$ cat config.mk
export PLATFORM = sky130hd
export DESIGN_NAME = dqss_window
export DESIGN_NICKNAME = d
export VERILOG_FILES = /design/src/sv/dqss_pkg.sv /design/src/sv/dqss_cell.sv /design/src/sv/dqss_window.sv
export SDC_FILE = /design/constraint.sdc
export NUM_CORES = 2
export LEC_CHECK = 0
export ABC_AREA = 0
export BUFFER_PORTS_ARGS = -buffer_cell sky130_fd_sc_hd__buf_2
export CORE_MARGIN = 1.5
export CORE_UTILIZATION = 40
export DETAILED_ROUTE_END_ITERATION = 8
export PLACE_DENSITY = 0.59
export SYNTH_ARGS = -nofsm -noshare
export SYNTH_HDL_FRONTEND = slang
export SYNTH_SLANG_ARGS = --single-unit
$ cat constraint.sdc
create_clock -name clk -period 2.9 [get_ports clk]
set_clock_uncertainty 0.05 [all_clocks]
set_input_delay 0.29 -clock clk [delete_from_list [all_inputs] [get_ports clk]]
set_output_delay 0.29 -clock clk [all_outputs]
set_load 0.02 [all_outputs]
$ cat src/sv/dqss_pkg.sv
package dqss_pkg;

  localparam int WINDOW_LEN = 128;
  localparam int UPDATE_PERIOD = 64;

  localparam int ERR_W = 16;
  localparam int SUM_W = ERR_W + $clog2(WINDOW_LEN);
  localparam int MEAN_SHIFT = $clog2(WINDOW_LEN + 1) - 1;
  localparam int MEAN_W = SUM_W - MEAN_SHIFT;
  localparam int PERIOD_W = (UPDATE_PERIOD > 1) ? $clog2(UPDATE_PERIOD) : 1;
  localparam logic [PERIOD_W-1:0] PERIOD_LAST = PERIOD_W'(UPDATE_PERIOD - 1);

  localparam logic [13:0] COS45_Q14 = 14'd11585;

  localparam int CFG_W = 32;
  localparam int CFG_IDX_W = 2;
  localparam logic [CFG_IDX_W-1:0] CFG_AMP_GATE_SQ = 2'd0;
  localparam logic [CFG_IDX_W-1:0] CFG_GATED_ERROR = 2'd1;
  localparam logic [CFG_IDX_W-1:0] CFG_SYNC_THRESHOLD = 2'd2;

  localparam logic [31:0] AMP_GATE_SQ_RESET = 32'd6039798;
  localparam logic [15:0] GATED_ERROR_RESET = 16'd5734;
  localparam logic [15:0] SYNC_THRESHOLD_RESET = 16'd5734;

  typedef struct packed {
    logic signed [15:0] in_re;
    logic signed [15:0] in_im;
  } in_t;

  typedef struct packed {
    logic [1:0] dibit;
    logic in_sync;
    logic [15:0] mean_error;
  } out_t;

  typedef struct packed {
    logic valid;
    logic [1:0] dibit;
    logic [ERR_W-1:0] err;
  } err_item_t;

  typedef struct packed {
    logic valid;
    logic [1:0] dibit;
    logic latch;
  } win_item_t;

  function automatic logic [1:0] gray_map(input logic [1:0] diff);
    logic [1:0] g;
    unique case (diff)
      2'd0: g = 2'd0;
      2'd1: g = 2'd1;
      2'd2: g = 2'd3;
      2'd3: g = 2'd2;
      default: g = 2'd0;
    endcase
    return g;
  endfunction

endpackage

$ cat src/sv/dqss_cell.sv
module dqss_cell
  import dqss_pkg::*;
(
  input  logic clk,
  input  logic rst,
  input  logic shift,
  input  logic [ERR_W-1:0] d,
  output logic [ERR_W-1:0] q
);

  always_ff @(posedge clk) begin
    if (rst) begin
      q <= '0;
    end else if (shift) begin
      q <= d;
    end
  end

endmodule

$ cat src/sv/dqss_window.sv
module dqss_window
  import dqss_pkg::*;
(
  input  logic clk,
  input  logic rst,
  input  logic en,
  input  err_item_t item,
  output win_item_t win,
  output logic [SUM_W-1:0] error_sum
);

  logic shift;
  logic [ERR_W-1:0] tap [WINDOW_LEN];
  logic [PERIOD_W-1:0] period_count;

  assign shift = en && item.valid;

  genvar i;
  generate
    for (i = 0; i < WINDOW_LEN; i++) begin : g_cell
      if (i == 0) begin : g_head
        dqss_cell u_cell (
          .clk(clk),
          .rst(rst),
          .shift(shift),
          .d(item.err),
          .q(tap[i])
        );
      end else begin : g_body
        dqss_cell u_cell (
          .clk(clk),
          .rst(rst),
          .shift(shift),
          .d(tap[i-1]),
          .q(tap[i])
        );
      end
    end
  endgenerate

  always_ff @(posedge clk) begin
    if (rst) begin
      error_sum <= '0;
      period_count <= '0;
      win.valid <= 1'b0;
      win.latch <= 1'b0;
    end else if (en) begin
      win.valid <= item.valid;
      win.latch <= 1'b0;
      if (item.valid) begin
        error_sum <= error_sum - SUM_W'(tap[WINDOW_LEN-1]) + SUM_W'(item.err);
        if (period_count == PERIOD_LAST) begin
          period_count <= '0;
          win.latch <= 1'b1;
        end else begin
          period_count <= period_count + PERIOD_W'(1);
        end
      end
    end
  end

  always_ff @(posedge clk) begin
    if (en) begin
      win.dibit <= item.dibit;
    end
  end

endmodule

* Word-level counts from Yosys, hierarchy flattened
Cells that the tools add are included.
** Cells by class
- Reduce and logical (&&, ||, !) cells :: 2
- Eq/ne operators :: 1
- Add/sub/neg operators :: 3
- Multiplexer cells :: 3
** Operator list (count)
- $add 23x16->23 :: 1
- $sub 23x16->23 :: 1
- $add 6x1->6 const B :: 1
- $eq 6x6->1 const B :: 1
- $mux 6 :: 1
- $mux 1 :: 2
- $reduce_and 2->1 :: 1
- $logic_and 1x1->1 :: 1
** Word-level totals
- Output and inout bits :: 27
- Input bits :: 22
- Flip-flop bits (word level) :: 2081
- Logic and storage cells :: 142

* Logic depth before layout (Yosys ltp)
- Depth after elaboration :: 3
- Mapped depth :: 13
- Gate-level depth less buffers :: 13

* Cells and area by module
From an unflattened synthesis, not the netlist that was laid out.
** Second synthesis, totals
- Cell total of the unflattened synthesis :: 7029
- Area total of the unflattened synthesis :: 77227.8 um^2
** By module, submodules not included
- dqss_cell :: sequential area each 320.3 um^2, instances 128, area each 580.6 um^2, cells an instance 52
- dqss_window :: sequential area each 680.7 um^2, instances 1, area each 2916.5 um^2, cells an instance 373

* Least setup slack after synthesis
Ideal clock, no wire load.
- Path type :: register to register
- Start point :: register error_sum[7]
- End point :: register error_sum[22]
- Period minus slack after synthesis :: 3166 ps
- Stages on the path, launching flop included :: 12
- Data required time :: 2727 ps
- Path buffers :: 0
- Arrival time :: 2992 ps
- Library setup time :: 123 ps
- Setup slack :: -266 ps
- Cells stage by stage :: dfxtp_1 -> inv_1 -> fa_1 -> inv_1 -> ha_1 -> a21o_1 -> nor3b_4 -> a2111oi_4 -> a31oi_2 -> o31ai_2 -> mux2i_1 -> mux2_1
** Between the ends
- Word-level cells in the longest chain between the ends :: 2
** RTL lines
- from (decl) :: RTL line dqss_window.sv:9 : output logic [SUM_W-1:0] error_sum
- from (signal assigned) :: RTL line dqss_window.sv:51 : error_sum <= error_sum - SUM_W'(tap[WINDOW_LEN-1]) + SUM_W'(item.err);
- $sub 23x16->23 :: RTL line dqss_window.sv:51
- $add 23x16->23 :: RTL line dqss_window.sv:51
No other way between the ends.
A chain may end at the register's enable or synchronous reset.

* Worst setup path after layout
Ends and elaborated chain as after synthesis.

==> qor.yml <==
detailed_routing:
  vias_per_cell: 4.82
  drt_iter0_drc: 3565
  routedWlPerCell_um: 11.6
  drc: 0
  num_vias: 55800
  drt_first_pass_iters: 6
  ant_nets: 0
  wirelength_um: 134000
floorplanning:
  dieArea_sq_um: 183000
  io_pins: 49
  initial_utilization_pct: 40.4
  die_w_um: 428
  core_area_sq_um: 179000
  die_y_um: 428
  rows: 155
layout:
  drive_gt1_share_pct: 6.87
  layout_common_cells: "4133 x nand2_1, 2078 x a21oi_1, 2071 x dfxtp_1"
  final_common_cell: "nand2_1"
  nNetsFinal: 9132
  stdcell_count: 11600
  nFillCells: 17600
  syn_to_final_growth_pct: 14.4
yosys:
  synth_mux_area_share_pct: 0.0295
  synth_edf_count: 2
  synth.avg_cell_area_sq_um: 7.80
  synth-compound-area-share_pct: 15.1
  synth-simple-area-share_pct: 22.0
  netlist_instances: 9257
  yosysSeqAreaShare_pct: 57.8
  synth_area_leaders: "dfxtp_1 58%, nand2_1 22%, a21oi_1 14%"
  yosysWarningCount: 0
  synth_area_leader_cell: "dfxtp_1"
  synthDistinctLibCells: 56
  ys_seq_elements: 2081
  synth_top_area_share_pct: 57.7
  synth_top_family_by_area: "simple AND/OR/NAND/NOR gates"
  synthAdderAreaFrac_pct: 0.860
  synth-xor-area-share_pct: 0.170
  synth_area_sq_um: 72200
  synth_flop_cell: "dfxtp_1"
  async_flop_share_pct: 0
  synth_fp_nets: 9319
sta:
  finalHoldViolations: 0
  timing.fmax_mhz: 344
  finalSetupViolations: 3
  fin_ws_ns: -0.0109
  fin_crit_ns: 2.91
  rsz0062_at_grt: "yes"
  slew_viol_final: 0
  fin_setup_tns_ns: -0.0195
  worst_slew_pin_slew_ns: 0.927
  timing.final.crit_share_pct: 100
  max_slew_margin_pct: 38.2
job:
  drv_cap: 0
grt:
  first_global_vias: 51300
  grt_pass1_wl_um: 233000
  gr-total-overflow: 0
  gr-usage-all-layers_pct: 14.4
  grt_max_degree: 201
  antenna_found_initial: 0
power_and_ir_drop:
  leakagePower_nw: 26.7
  power-per-cell-area_nw_per_um2: 710
  peakVddDrop_mv: 0.538
worst_setup_path:
  start_kind: "flip-flop"
  worst-path-max-fanout: 4
  r2r_start: "error_sum[7]$_SDFFE_PP0P_"
  r2r_setup_slack_ns: -0.01
  ff2ff_path_depth: 11
  path_class: "flip-flop to flip-flop"
  startpoint: "error_sum[7]$_SDFFE_PP0P_"
  crit_arrival_ns: 3.57
  crit_required_ns: 3.56
  r2r_end: "error_sum[22]$_SDFFE_PP0P_"
  end_kind: "flip-flop"
clock_tree:
  clockBufferDepth: 3
  cts.sinks: 2081
  clk_latency_ns: 0.85
  tritoncts: "built"
  numCtsBuffers: 210
  h-tree-depth: 4
  clockRootBuffer: "clkbuf_16"
  path_clk_slew_ns: 0.06
min_path:
  holdPathStages: 2
  min_from: "item[17]"
  min_path_type: "input port to flip-flop"
  hold_end: "win[2]$_DFFE_PP_"
placed_design:
  portBuffers: 48
  dpl.cell_count: 11200
  hpwl_um: 75200
  gp_congestion: 0.737
outcome:
  violations: "negative setup slack"
  status: "finished with violations"
## synth_stat cells (all sizes together), types with 7 or more instances
cell type and instances:
clkbuf 649, buf 47, a21oi 2083, nand3 12, ha 24, xor2 7, inv 78, nand2 4136
fa 16, xnor2 7, dfxtp 2079, nor3 8, o21ai 15, nand4 7, a21o 16, nor2 24
## critical path, stage by stage, from the launching register on
cell,delay (ns)
dfxtp_2,0.33
inv_2,0.04
fa_1,0.48
inv_2,0.04
ha_4,0.22
a21o_1,0.20
nor3b_4,0.16
a2111oi_4,0.31
a31oi_4,0.15
o31ai_2,0.29
mux2i_1,0.22
mux2_1,0.33
## flip-flops by register name (all words and copies together), names as in the netlist
name	flops
g_cell.g_body.u_cell.q	2032
win	4
g_cell.g_head.u_cell.q	16
error_sum	23
period_count	6
## repair_timing
item / 4_1_cts / 5_1_grt
endpoints found under the hold margin: 74 / 0
resized for setup: 14 / 23
pin swaps: 7 / 21
setup buffers: 1 / 4
setup endpoints to repair: 7 / 14
cloned: 0 / 0
hold buffers: 23 / 0
## layer usage
metal  part of all wire, %  track usage [%]  vias to the layer above  wire length [um]
met4                   2.0             4.30                        0              2630
li1                      -                -                    29200                 -
met1                    48             18.2                    26000             64800
met2                    47             25.0                      478             62700
met5                     0                0                        -                 0
met3                   3.1             2.59                      197              4120
## power by group
part	internal (mW)	switching, mW	leakage (nW)	total (mW)
logic	1.09	2.27	6.57	3.37
registers	28.7	0.0559	16.8	28.7
clock network	15.4	11.1	3.37	26.6
total	45.2	13.5	26.7	58.7
## through the flow
step / util [%] / setup WS (ns) / hold WS (ns) / total power [mW] / instance area (sq um)
6_report: 46.2 / -0.0109 / 0.136 / 58.7 / 82600
5_1_grt: 46.2 / -0.152 / 0.0712 / 61.1 / 82600
4_1_cts: 46.1 / -0.0835 / 0.0421 / 59.6 / 82400
3_5_place_dp: 42.1 / -0.300 / 0.391 / 32.6 / 75200
3_3_place_gp: 42.1 / -0.302 / 0.384 / 32.6 / 75200
2_1_floorplan: - / -0.000127 / 0.339 / 31.5 / 72200
## kinds of logic after synthesis
kind of cell / Yosys count
AOI/OAI and AO/OA: 2144
adders and majority gates: 40
xor gates and xnor gates: 14
buffers and inverters: 774
muxes: 2
and+or+nand+nor: 4202
DFF: 2081
## layout make-up
cell class	instances	area [sq um]	share of cell area (%)
clock buffers	322	6140	7.43
clock inverters	55	802	0.971
flip-flops and latches	2081	41700	50.5
inverters	78	293	0.354
diodes	1	2.50	0.00303
repair buffers	297	2940	3.56
multi-input cells	6402	27800	33.6
well taps	2355	2950	3.57
## how the worst max path moves through the flow
stage	endpoint	slack [ns]
after floorplan	error_sum[22]$_SDFFE_PP0P_	-0.0001
after global placement	error_sum[22]$_SDFFE_PP0P_	-0.30
after detailed placement	error_sum[22]$_SDFFE_PP0P_	-0.30
after CTS	error_sum[15]$_SDFFE_PP0P_	-0.08
after global routing	error_sum[15]$_SDFFE_PP0P_	-0.15
final	error_sum[22]$_SDFFE_PP0P_	-0.01
Power figures use the tool's default switching activity.
