`src/sv/dqss_pkg.sv`:
```
package dqss_pkg;

  localparam int WINDOW_LEN = 128;
  localparam int UPDATE_PERIOD = 64;

  localparam int ERR_W = 16;
  localparam int SUM_W = ERR_W + $clog2(WINDOW_LEN);
  localparam int MEAN_SHIFT = $clog2(WINDOW_LEN + 1) - 1;
  localparam int MEAN_W = SUM_W - MEAN_SHIFT;
  localparam int PERIOD_W = (UPDATE_PERIOD > 1) ? $clog2(UPDATE_PERIOD) : 1;
  localparam logic [PERIOD_W-1:0] PERIOD_LAST = PERIOD_W'(UPDATE_PERIOD - 1);

  localparam logic [13:0] COS45_Q14 = 14'd11585;

  localparam int CFG_W = 32;
  localparam int CFG_IDX_W = 2;
  localparam logic [CFG_IDX_W-1:0] CFG_AMP_GATE_SQ = 2'd0;
  localparam logic [CFG_IDX_W-1:0] CFG_GATED_ERROR = 2'd1;
  localparam logic [CFG_IDX_W-1:0] CFG_SYNC_THRESHOLD = 2'd2;

  localparam logic [31:0] AMP_GATE_SQ_RESET = 32'd6039798;
  localparam logic [15:0] GATED_ERROR_RESET = 16'd5734;
  localparam logic [15:0] SYNC_THRESHOLD_RESET = 16'd5734;

  typedef struct packed {
    logic signed [15:0] in_re;
    logic signed [15:0] in_im;
  } in_t;

  typedef struct packed {
    logic [1:0] dibit;
    logic in_sync;
    logic [15:0] mean_error;
  } out_t;

  typedef struct packed {
    logic valid;
    logic [1:0] dibit;
    logic [ERR_W-1:0] err;
  } err_item_t;

  typedef struct packed {
    logic valid;
    logic [1:0] dibit;
    logic latch;
  } win_item_t;

  function automatic logic [1:0] gray_map(input logic [1:0] diff);
    logic [1:0] g;
    unique case (diff)
      2'd0: g = 2'd0;
      2'd1: g = 2'd1;
      2'd2: g = 2'd3;
      2'd3: g = 2'd2;
      default: g = 2'd0;
    endcase
    return g;
  endfunction

endpackage

```
`src/sv/dqss_err.sv`:
```
module dqss_err
  import dqss_pkg::*;
(
  input  logic clk,
  input  logic rst,
  input  logic en,
  input  logic in_valid,
  input  in_t in_data,
  input  logic [31:0] amp_gate_sq,
  input  logic [15:0] gated_error,
  output err_item_t item
);

  logic [1:0] prev_symbol;
  logic sign_im;
  logic sign_re;
  logic [1:0] sym;
  logic [1:0] diff;
  logic signed [16:0] re_x;
  logic signed [16:0] im_x;
  logic signed [16:0] x;
  logic signed [16:0] y;
  logic signed [17:0] d;
  logic signed [17:0] d_neg;
  logic [16:0] ad_next;
  logic [15:0] ure_next;
  logic [15:0] uim_next;
  logic [15:0] re_neg;
  logic [15:0] im_neg;

  logic a_valid;
  logic [1:0] a_dibit;
  logic [16:0] a_ad;
  logic [15:0] a_ure;
  logic [15:0] a_uim;

  logic b_valid;
  logic [1:0] b_dibit;
  logic [30:0] b_perr;
  logic [31:0] b_sq_re;
  logic [31:0] b_sq_im;

  logic [31:0] mag2;
  logic [16:0] err_raw;
  logic [ERR_W-1:0] err_next;

  always_comb begin
    sign_im = in_data.in_im[15];
    sign_re = in_data.in_re[15];
    sym = {sign_im, sign_im ^ sign_re};
    diff = sym - prev_symbol;
    re_x = 17'(in_data.in_re);
    im_x = 17'(in_data.in_im);
    x = sign_im ? -re_x : re_x;
    y = sign_re ? -im_x : im_x;
    d = 18'(x) - 18'(y);
    d_neg = -d;
    ad_next = d[17] ? d_neg[16:0] : d[16:0];
    re_neg = 16'(-in_data.in_re);
    im_neg = 16'(-in_data.in_im);
    ure_next = sign_re ? re_neg : 16'(in_data.in_re);
    uim_next = sign_im ? im_neg : 16'(in_data.in_im);
  end

  always_ff @(posedge clk) begin
    if (rst) begin
      prev_symbol <= '0;
      a_valid <= 1'b0;
      b_valid <= 1'b0;
      item.valid <= 1'b0;
    end else if (en) begin
      a_valid <= in_valid;
      b_valid <= a_valid;
      item.valid <= b_valid;
      if (in_valid) begin
        prev_symbol <= sym;
      end
    end
  end

  always_comb begin
    mag2 = b_sq_re + b_sq_im;
    err_raw = b_perr[30:14];
    err_next = err_raw[16] ? {ERR_W{1'b1}} : err_raw[15:0];
    if (mag2 < amp_gate_sq) begin
      err_next = gated_error;
    end
  end

  always_ff @(posedge clk) begin
    if (en) begin
      a_dibit <= gray_map(diff);
      a_ad <= ad_next;
      a_ure <= ure_next;
      a_uim <= uim_next;
      b_dibit <= a_dibit;
      b_perr <= 31'({14'd0, a_ad} * {17'd0, COS45_Q14});
      b_sq_re <= {16'd0, a_ure} * {16'd0, a_ure};
      b_sq_im <= {16'd0, a_uim} * {16'd0, a_uim};
      item.dibit <= b_dibit;
      item.err <= err_next;
    end
  end

endmodule

```
`config.mk`:
```
export PLATFORM = sky130hd
export DESIGN_NAME = dqss_err
export DESIGN_NICKNAME = d
export VERILOG_FILES = /design/src/sv/dqss_pkg.sv /design/src/sv/dqss_err.sv
export SDC_FILE = /design/constraint.sdc
export NUM_CORES = 1
export LEC_CHECK = 0
export ABC_AREA = 1
export BUFFER_PORTS_ARGS = -buffer_cell sky130_fd_sc_hd__buf_4
export CAP_MARGIN = 20
export CORE_ASPECT_RATIO = 1.75
export CORE_MARGIN = 3
export CORE_UTILIZATION = 50
export DETAILED_ROUTE_END_ITERATION = 8
export PLACE_DENSITY_LB_ADDON = 0.25
export SLEW_MARGIN = 20
export SYNTH_ARGS = -nofsm -noshare
export SYNTH_HDL_FRONTEND = slang
export SYNTH_SLANG_ARGS = --single-unit
```
`constraint.sdc`:
```
create_clock -name clk -period 7.1 [get_ports clk]
set_input_delay 0 -clock clk [delete_from_list [all_inputs] [get_ports clk]]
set_output_delay 0 -clock clk [all_outputs]
set_load 0.05 [all_outputs]
```
### Word-level counts from Yosys, hierarchy flattened

Cells that the tools add are included.
Widths: inputs -> output; s select.

* register bits after elaboration: 171
* bits of input ports: 84
* output and inout bits: 19
* word-level logic and storage cells: 42

* $add $sub $neg: 8
* multipliers: 3
* order comparisons: 1
* eq/ne operators: 3
* muxes and demuxes: 8
* bitwise gates (word level): 1
* reductions and logical operators: 2

Operators with widths (number)
* $mul 16x16->32: 2
* $mux 17: 3
* $neg 16->17: 2
* $add 32x32->32: 1
* $lt 32x32->1: 1
* $mux 16: 2
* $neg 16->16: 2
* $mul 17x14->31 const B: 1
* $mux 15: 2
* $sub 17x17->18: 1
* $neg 17->17: 1
* $pmux 2 s4: 1
* $eq 2x2->1 const B: 2
* $eq 2x1->1 const B: 1
* $logic_not 2->1: 1
* $reduce_and 2->1: 1
* $sub 2x2->2: 1
* $xor 1x1->1: 1

### Logic depth before layout (Yosys ltp)

* depth in word-level cells: 5
* depth in mapped cells: 27
* gate-level depth less buffers: 27

### Worst setup path after synthesis

No wires, ideal clock.

* path type: reg2reg
* start point: register a_uim[5]
* end point: register b_sq_im[28], data pin
* setup time: 262 ps
* arrival time: 5323 ps
* required time: 6838 ps
* slack: 1515 ps
* cell stages (with the launch flop): 22
* period minus slack after synthesis: 5585 ps
* path through: edfxtp_1 -> clkbuf_1 -> clkbuf_1 -> nand2_1 -> fa_1 -> inv_1 -> fa_1 -> fa_1 -> fa_1 -> fa_1 -> inv_1 -> fa_1 -> inv_1 -> ha_1 -> nand2_1 -> inv_1 -> nand2_1 -> nor3_1 -> nand4_1 -> nand3_1 -> a21oi_1 -> xor2_1

* longest elaborated chain between the ends: 1

RTL lines
* start: declaration: RTL line dqss_err.sv:35 `logic [15:0] a_uim;`
* start signal: assignment: RTL line dqss_err.sv:95 `a_uim <= uim_next;`
* $mul 16x16->32: RTL line dqss_err.sv:99 `b_sq_im <= {16'd0, a_uim} * {16'd0, a_uim};`
* end signal: assignment: RTL line dqss_err.sv:99
* end: declaration: RTL line dqss_err.sv:41 `logic [31:0] b_sq_im;`

No other way between the ends.
A chain may end at the register's enable or synchronous reset.

### Worst setup path after layout

* start point: register a_uim[8]
* end point: register b_sq_im[31], data pin

Same word-level chain as after synthesis.

==> out/metrics.csv <==
stage,metric,value,unit
sta,timing.fmax,163,MHz
layout,multi_input_area,20500,sq um
sta,fin_skew,0.0209,ns
global_route,grt.overflow.total,0,
worst_setup_path,r2r_start,a_uim[8],
synthesis,synthCells,3560,
worst_setup_path,reg2reg_depth,24,
clock_tree,clk_latency,0.47,ns
worst_setup_path,worstSetupPathDepth,24,
routing,drc,0,
global_route,grt_pass1_wl,120000,microns
synthesis,syn_avg_cell_area,8.08,sq um
sta,tightest_slew,1.01,ns
sta,post-route-min-period,6.13,ns
layout,area.growth.synth_to_final,8.79,%
floorplanning,ioPinCount,103,
floorplanning,chipWidth,187,microns
worst_setup_path,reg2reg_slack,0.97,ns
worst_setup_path,worst_path_most_repeated_cell,inv_1,
sta,whs,0.0290,ns
worst_setup_path,critPathRequiredTime,7.32,ns
synthesis,yosysWarnings,0,
worst_setup_path,max_stage_delay,0.71,ns
synthesis,ys_types,49,
clock_tree,cts_sinks,155,
layout,fin_nets,4499,
global_route,track_usage,25.0,%
sta,maxSlewViolCount,0,
place,dp_hpwl,62500,microns
layout,fill_cells,5268,
layout,seq_area,4600,sq um
synthesis,async_flop_share,0,%
outcome,outcome,completed,
routing,avgViaCountPerCell,5.17,
worst_setup_path,critPathCaptureType,flop,
layout,drive_above_1_share,5.67,%
worst_setup_path,crit_chain,nand2_1 > inv_1 > fa_1 > inv_1 > fa_1 > inv_1 > fa_1 > inv_1 > fa_1 > inv_1 > fa_1 > inv_1 > fa_1 > inv_1 > ha_1 > nand2_1 > nor2_1 > nand3_1 > nand3_1 > nand2_1 > o211ai_1 > nand2_1 > nand3b_1 > nand2_1,
routing,detail-route-antenna-nets,0,
sta,min_period_over_period,86.3,%
worst_setup_path,cp-start-kind,flop,
worst_setup_path,rr_endpoint,b_sq_im[31],
synthesis,synth_fp_nets,4406,
place,port_buffers,102,
worst_setup_path,cp_slowest_cell,edfxtp_1,
flow_run,maxCapViolations,0,
synthesis,synth.yosys.seq_area_share,16.0,%
clock_tree,tritoncts,done,
sta,relSlewSlack,32.4,%
routing,firstDrtPassIters,6,
global_route,grt_max_degree,91,
floorplanning,core_area,56500,sq um
worst_setup_path,crit_fanout,16,
floorplanning,initial_utilization,50.9,%
worst_setup_path,cp_num_buf_inv,7,
routing,initialDrtViolationCount,1232,
global_route,grt_pass1_vias,24396,
routing,num_vias,22887,
synthesis,ys.flop_type,edfxtp_1,
global_route,antenna_found_initial,2,
worst_setup_path,crit_family,adder cells,
layout,fin_util,55.3,%
clock_tree,clkTransAtPathRegs,0.08,ns
clock_tree,h-tree-depth,4,
place,place.gp.congestion,0.940,
floorplanning,die_h,323,microns
routing,post_drt_wl_per_cell,16.5,microns
floorplanning,die_area,60600,sq um
clock_tree,cts_max_path_buffers,2,
sta,finalSetupViolations,0,
synthesis,ys_ff_latch,155,
routing,wirelength,73300,microns
synthesis,synth_enable_flop_cells,150,
worst_hold_path,holdPathStages,3,
clock_tree,cts_root_buffer,clkbuf_16,
synthesis,syn_area,28800,sq um
worst_hold_path,min_from,in_data[12],
worst_hold_path,min_to,a_uim[12],
sta,hold_viol_final,0,
floorplanning,num_rows,115,
clock_tree,numCtsBuffers,17,
sta,fin_tns_setup,0,ns
sta,rsz0062_at_grt,false,
worst_setup_path,critical_path_class,flop to flop,
worst_setup_path,cp.arrival,6.35,ns
worst_hold_path,holdCritPathClass,input port to flop,
[state kept, by name (all words and copies together), names as in the netlist, 2 cells and up]
name and count:
b_sq_im 31, a_uim 16, a_ure 16, prev_symbol 2, a_ad 17, b_perr 17, b_sq_re 31, item 19
a_dibit 2, b_dibit 2
[per-layer routing]
metal / global-route usage, % / share of wire (%)
met1: 24.2 / 34
met2: 51.0 / 57
met3: 2.21 / 2.8
met4: 13.9 / 6.1
met5: 0 / 0
[worst min-delay path, delay by kind of cell]
kind / cells / cell delay (ns)
AOI/OAI and AO/OA: 1 / 0.17
buffers and inverters: 1 / 0.11
and+or+nand+nor: 1 / 0.05
[timing repair]
item | in CTS | in global routing
setup endpoints to repair | 0 | 0
hold buffers | 44 | 0
buffers inserted | 0 | 0
hold endpoints to repair | 46 | 0
resized for setup | 0 | 0
[stage by stage]
| step | std cells | setup slack, ns | area (sq um) |
|---|---|---|---|
| after detailed placement | 4350 | 0.959 | 30200 |
| after global routing | 4428 | 0.635 | 31300 |
| after CTS | 4426 | 0.939 | 31300 |
| final | 4429 | 0.970 | 31300 |
| after floorplan | 3560 | 1.52 | 28800 |
| after global placement | 4350 | 1.04 | 30200 |
[worst max-delay path by stage]
stage,from,end,slack (ns)
after floorplan,a_uim[5],b_sq_im[28],1.52
after global placement,a_uim[8],b_sq_im[28],1.04
after detailed placement,a_uim[8],b_sq_im[31],0.96
after CTS,a_uim[8],b_sq_im[31],0.94
after global routing,a_uim[8],b_sq_im[31],0.63
final,a_uim[8],b_sq_im[31],0.97
[cells in the mapped netlist (9+ instances only)]
cell | number | area, sq um
nand2_2 | 14 | 87.6
o21bai_1 | 9 | 67.6
a21oi_1 | 165 | 826
xnor2_1 | 39 | 342
o21ai_1 | 9 | 45.0
clkbuf_1 | 76 | 285
a21o_1 | 14 | 105
o211ai_1 | 9 | 67.6
nor3_1 | 28 | 140
nand4_1 | 29 | 181
edfxtp_1 | 150 | 4500
nand3_1 | 104 | 521
or2_2 | 19 | 119
o21ai_0 | 140 | 701
xor2_1 | 108 | 946
ha_1 | 391 | 4890
inv_1 | 890 | 3340
nor2_1 | 171 | 642
fa_1 | 371 | 7430
nand2_1 | 738 | 2770
[kinds of logic (layout without fill, tap and decap cells)]
logic type | Yosys count | after routing | synth area share, %
AOI/OAI and AO/OA | 383 | 383 | 7.31
xor gates and xnor gates | 147 | 147 | 4.48
adders and majority gates | 762 | 762 | 42.8
buffers and inverters | 973 | 1079 | 12.8
DFF | 155 | 155 | 16.0
muxes | 1 | 1 | 0.0391
other | 0 | 3 | 0
and+or+nand+nor | 1139 | 1139 | 16.6
[layout make-up]
cell class	instances	share of cell area, %
Timing Repair Buffer	154	4.06
Multi-Input combinational cell	2432	65.5
Clock buffer	17	1.36
Clock inverter	15	0.624
Tap cell	760	3.04
Antenna cell	3	0.0240
Sequential cell	155	14.7
Inverter	893	10.7
[cells in the final DEF, fill, tap and decap left out, types with 17 or more instances in the layout]
master         Yosys  final
nor2_1           171    171
clkbuf_16          0     17
nand2_1          738    738
o21ai_0          140    140
ha_1             391    391
nor3_1            28     28
inv_1            890    890
nand4_1           29     29
buf_4              0    109
xor2_1           108    108
nand3_1          104    104
xnor2_1           39     39
or2_2             19     19
a21oi_1          165    165
dlygate4sd3_1      0     44
edfxtp_1         150    150
fa_1             371    371
Power is left out: the tool's default activity adds up to more than one toggle a clock period on the data nets, which glitch-free logic cannot reach.
